`config.mk`:
```
export PLATFORM = sky130hd
export DESIGN_NAME = rpa_ram
export DESIGN_NICKNAME = d
export VERILOG_FILES = /design/src/rtl/core/rpa_ram.sv
export SDC_FILE = /design/constraint.sdc
export NUM_CORES = 2
export LEC_CHECK = 0
export ABC_AREA = 1
export BUFFER_PORTS_ARGS = -buffer_cell sky130_fd_sc_hd__buf_2
export CORE_MARGIN = 2
export CORE_UTILIZATION = 55
export CTS_CLUSTER_SIZE = 10
export DETAILED_ROUTE_END_ITERATION = 8
export GPL_TIMING_DRIVEN = 1
export PLACE_DENSITY_LB_ADDON = 0.15
export SLEW_MARGIN = 20
export SYNTH_ARGS = -nofsm -noshare
export SYNTH_HDL_FRONTEND = slang
export SYNTH_SLANG_ARGS = --single-unit
```
`constraint.sdc`:
```
create_clock -name clock -period 4.24 [get_ports clock]
set_input_delay 0.212 -clock clock [delete_from_list [all_inputs] [get_ports clock]]
set_output_delay 0.212 -clock clock [all_outputs]
set_load 0.01 [all_outputs]
```
`src/rtl/core/rpa_ram.sv`:
```
// Generic single-write, single-read RAM with a registered read port.
`timescale 1ns / 1ps

module rpa_ram #(
   parameter int WIDTH = 8,
   parameter int DEPTH = 256
) (
   input  logic                     clock,
   input  logic                     we,
   input  logic [$clog2(DEPTH)-1:0] waddr,
   input  logic [WIDTH-1:0]         wdata,
   input  logic [$clog2(DEPTH)-1:0] raddr,
   output logic [WIDTH-1:0]         rdata
);

   logic [WIDTH-1:0] mem [DEPTH];

   always_ff @(posedge clock) begin
      if (we) begin
         mem[waddr] <= wdata;
      end
      rdata <= mem[raddr];
   end

endmodule

```
# Word-level counts from Yosys, hierarchy flattened
# Memory sizes are Yosys's and may differ from the RTL's. A register that Yosys moved wholly into a read port is not among the register bits.
# Index checks and enable logic that the tools add are counted.
[word_totals]
mem_bits_rw = 2048
ff_bits = 0
in_bits = 26
n_memories = 1
out_inout_bits = 8
wordCells = 3
[mem_list]
columns = ["name", "words", "word_bits", "read_ports", "rd_clocked_by_memory_dff", "write_ports", "line", "source"]
rows = [
  ["mem", 256, 8, 1, 1, 1, "16", "logic [WIDTH-1:0] mem [DEPTH];"],
]
[classes]
mux = 2
[op_table]
columns = ["cell", "count"]
rows = [
  ["$mux 1", 2],
]

# Logic depth before layout (Yosys ltp)
[depth]
word_depth = 2
depth_mapped = 15

# Worst setup path before layout
# Ideal clock, no wire load.
[synth_path]
path_type = "input port to flip-flop"
startpoint = "in we"
endpoint = "mem mem[162][0], enable pin"
arrival_ns = 1.333
path_buffers = 2
path_stages = 4
required_time_ns = 3.870
setup_slack_ns = 2.537
cell_sequence = "clkbuf_1 -> nand3_1 -> clkbuf_1 -> nor2_1"
[synth_via]
elab_chain_len = 2
[synth_lines]
columns = ["element", "line", "source"]
rows = [
  ["start, declared", "9", "input logic we,"],
  ["$mux 1", "19", "if (we) begin"],
  ["$mux 1 (not written as such)", "20", "mem[waddr] <= wdata;"],
  ["end, declared", "16", ""],
]
# No other way between the ends.

# Worst setup path in the final report
[layout_path]
startpoint = "in waddr[5]"
endpoint = "mem mem[43][3], enable pin"
[layout_lines]
columns = ["element", "line", "source"]
rows = [
  ["start, declared", "10", "input logic [$clog2(DEPTH)-1:0] waddr,"],
]
# No word-level cell before the write port.

==> impl_summary.txt <==
----------------------------------------------------
[Timing]
  Count of final setup violators ... 0
  Sum of negative setup slack ... 0 ps
  Max Clock Skew ... 21.7 ps
  Final Cycle Share ... 57.9%
  Worst slew pin tran ... 1150 ps
  Unrepaired setup endpoints after global routing ... no
  Min Clock Period, post-route ... 2450 ps
  Worst-case headroom to the max-slew limit ... 23.3%
  Final hold viol count ... 0
  Fin. max-slew vios ... 0
  Maximum achievable frequency ... 0.407 GHz

[Synth]
  FFs w/ async S/R, synth ... 0%
  Count of mapped cells out of synthesis ... 7003
  Mean area per synthesized cell ... 11.9 sq um
  Most repeated cell in the gate-level netlist after synthesis ... sky130_fd_sc_hd__nand2_1
  Cell area after synthesis ... 83400 sq um
  Total number of yosys warnings ... 0
  Number of enable flip-flop cells after synthesis ... 2048
  Share of synthesized area occupied by flip-flops and latches ... 73.9%
  Area share of the largest cell type after synthesis ... 73.7%
  Post-Syn Nets ... 7029
  Top flip-flop cell by instance count after synthesis ... sky130_fd_sc_hd__edfxtp_1
  Commonest cells post-synth ... sky130_fd_sc_hd__nand2_1 (2123), sky130_fd_sc_hd__edfxtp_1 (2048), sky130_fd_sc_hd__nand3_1 (2019)
  Yosys cell types ... 14
  Yosys top cell by area ... sky130_fd_sc_hd__edfxtp_1
  Biggest area contributors in the synthesized netlist ... sky130_fd_sc_hd__edfxtp_1 (74%), sky130_fd_sc_hd__nand3_1 (12%), sky130_fd_sc_hd__nand2_1 (9.6%), sky130_fd_sc_hd__buf_2 (1.6%), sky130_fd_sc_hd__nor2_1 (1.3%)
  #FFs+latches synth ... 2056

[Critical path]
  Type of the setup path with the least slack ... input port to flip-flop
  Crit path buf inv count ... 2
  CP Data Arrival Time ... 2930 ps
  Most common cell type on the critical path ... sky130_fd_sc_hd__nor2_1
  Family with the most delay on the worst path ... simple AND/OR/NAND/NOR gates
  Kind of launch point of the worst setup path ... input port
  Slack of the worst reg-to-reg path ... 2150 ps
  Stages on worst setup path ... 5
  Path depth of the worst reg2reg path ... 10
  Crit path capture type ... flip-flop
  Maximum net fanout on the critical path ... 16
  End of the worst register-to-register path ... rdata[6]$_DFF_P_
  Cell-by-cell listing of the critical path ... buf_2 -> inv_1 -> nor2_1 -> nand2_1 -> nor2_1
  Launch point of the critical path ... waddr[5]
  Beginning of the worst register-to-register path ... mem[103][6]$_DFFE_PP_
  Data required time at the worst endpoint ... 4720 ps
  Largest stage delay on the critical path ... 940 ps
  Cell with the biggest individual delay on the critical path ... sky130_fd_sc_hd__nor2_1
  Worst setup path endpoint ... mem[43][3]$_DFFE_PP_

[Place]
  Dpl hpwl ... 127000 um
  Total placed cells including tap cells ... 8691
  IO Port Bufs ... 33
  Final weighted congestion in routability-driven placement ... 0.881

[CTS]
  TritonCTS clock tree ... yes
  Max H-tree Level ... 4
  Resized cells post-CTS ... 0
  Clock tree root driver cell ... sky130_fd_sc_hd__clkbuf_16
  Longest Clk Path Bufs ... 3
  Number of clock sinks seen by CTS ... 2056
  Clock input transition at the sequential cells of the worst setup and hold paths ... 50 ps
  Clock latency of the later-clocked register in the worst-skew pair ... 850 ps
  CTS Buf Count ... 226

[Drt]
  Total length of routed wires ... 224000 um
  Average routed wire per standard cell ... 25.0 um
  WL met3 ... 23800 um
  Vias per cell ... 6.04
  Met2 wire length ... 102000 um
  DRC violation count after routing ... 0
  Top Layer Used ... met5
  Number of detailed-route iterations in the first pass ... 7
  Routed vias ... 54257
  Number of routed nets with antenna violations ... 0
  Violation count after the first detailed-routing iteration ... 7328
  Wire length on met1 ... 91700 um

[Min path]
  Type of the tightest min-delay check ... input port to flip-flop

[Power and ir drop]
  P per Cell Area ... 462 nW/um^2
  Net switching power ... 9460 uW
  Worst VDD drop ... 0.000471 V
  Total leakage power ... 0.0315 uW
  Internal power of the cells ... 32700 uW
  Flop pwr share ... 53.2%
  Part of the total power dissipated in combinational logic ... 6.0%
  Switching Fraction ... 22.4%
  Sum of internal, switching and leakage power ... 42200 uW
  Clk pwr share ... 40.8%

[GRT]
  Global-route congestion overflow total ... 0
  Global-route wire length before repair ... 335000 um
  Antenna violations before repair ... 6
  Largest net degree at the start of global routing ... 180
  Overall routing resource usage ... 28.8%
  Vias in the first global route ... 51916

[Die]
  Die extent in y ... 393 um
  Core region area ... 150000 sq um
  Die Footprint ... 155000 sq um
  Top-level I/O count ... 34
  Rows ... 142
  Die width ... 393 um
  Effective utilization at floorplan ... 55.5%

[Final layout]
  Fraction of layout instances using a drive strength above 1 ... 5.86%
  Non-filler cells, final ... 8986
  Count of filler cells inserted in the layout ... 11590
  Area Growth Syn to Fin ... 9.58%
  Total number of nets in the final design ... 6937

[Flow run]
  Count of maximum capacitance violations ... 0

[Outcome]
  Result of the run ... finished, final reports clean

----------------------------------------------------
==> final cells by class <==
type                    count  area, sq um  area share [%]
flip-flops and latches   2056        61700            67.5
well taps                2016         2520            2.76
inverters                  39          180           0.197
repair buffers            163         1710            1.87
multi-input cells        4425        19100            20.9
diodes                      2         5.00         0.00548
clock buffers             266         5830            6.38
clock inverters            19          339           0.371
==> cells in the final DEF (no fill, tap or decap) <==
cell type                       count
sky130_fd_sc_hd__nand3_1         2019
sky130_fd_sc_hd__edfxtp_1        2048
sky130_fd_sc_hd__buf_8             11
sky130_fd_sc_hd__dlygate4sd3_1      8
sky130_fd_sc_hd__inv_4              1
sky130_fd_sc_hd__inv_8              2
sky130_fd_sc_hd__bufinv_16          3
sky130_fd_sc_hd__inv_1             34
sky130_fd_sc_hd__diode_2            2
sky130_fd_sc_hd__inv_16             5
sky130_fd_sc_hd__clkbuf_1          39
sky130_fd_sc_hd__clkinv_8           4
sky130_fd_sc_hd__buf_12            35
sky130_fd_sc_hd__clkbuf_16        227
sky130_fd_sc_hd__clkinv_2           1
sky130_fd_sc_hd__clkinv_16          2
sky130_fd_sc_hd__inv_6              4
sky130_fd_sc_hd__nor2_1           280
sky130_fd_sc_hd__inv_2              1
sky130_fd_sc_hd__dfxtp_1            8
sky130_fd_sc_hd__buf_4             88
sky130_fd_sc_hd__nand2_1         2123
sky130_fd_sc_hd__buf_2             21
sky130_fd_sc_hd__clkinv_1           1
sky130_fd_sc_hd__nor2_2             3
==> worst reg2reg max path, cell delays in order (launching register included) <==
cell and delay, ps:
sky130_fd_sc_hd__edfxtp_1 360, sky130_fd_sc_hd__nand2_1 70, sky130_fd_sc_hd__nand3_1 80, sky130_fd_sc_hd__nand3_1 190, sky130_fd_sc_hd__nand3_1 170, sky130_fd_sc_hd__nand3_1 150, sky130_fd_sc_hd__nand3_1 180, sky130_fd_sc_hd__nand3_1 290
sky130_fd_sc_hd__nand2_1 110, sky130_fd_sc_hd__nand2_1 240, sky130_fd_sc_hd__nand2_1 110
==> layer usage <==
metal	track usage [%]	vias up
li1	-	24587
met1	42.2	26456
met2	43.1	2821
met3	6.41	389
met4	9.59	4
met5	0	-
==> sequential cells by signal, indices dropped and copies added (netlist names) <==
signal,cells
mem,2048
rdata,8
==> stage by stage <==
step	worst slack (ps)	util (%)	cell area, sq um	hold WS, ps
floorplan	2540	-	83400	311
global placement	863	56.7	85100	627
detailed placement	859	56.7	85100	624
CTS	1740	60.9	91400	24.2
global route	1600	60.9	91400	61.7
finish	1790	60.9	91400	54.2
==> worst min path at each step <==
stage             start               endpoint  slack, ps  depth (start not counted)
6_report       wdata[6]  mem[119][6]$_DFFE_PP_         50                          1
5_1_grt        wdata[6]  mem[119][6]$_DFFE_PP_         60                          1
4_1_cts        wdata[6]  mem[119][6]$_DFFE_PP_         20                          1
3_5_place_dp   raddr[7]       rdata[7]$_DFF_P_        620                          3
3_3_place_gp   raddr[7]       rdata[0]$_DFF_P_        630                          3
2_1_floorplan  wdata[0]    mem[0][0]$_DFFE_PP_        310                          0
==> repair_timing <==
action	in CTS	in global routing
hold buffers	8	0
hold endpoints to repair	459	0
setup buffers	0	0
==> power by group through the flow <==
| stage | clock [uW] | combinational [uW] | sequential [uW] |
|---|---|---|---|
| floorplan | 0 | 1380 | 22900 |
| global placement | 0 | 2480 | 22900 |
| detailed placement | 0 | 2500 | 22900 |
| global route | 18100 | 2750 | 22400 |
| finish | 17200 | 2550 | 22400 |
| CTS | 17400 | 2520 | 22400 |
==> kinds of logic after synthesis <==
kind of cell / after synthesis / share of synthesized area, %
flops: 2056 / 73.9
simple gates: 4425 / 22.9
buf+inv: 522 / 3.12
Note: power is estimated with default switching activity, not from simulation.
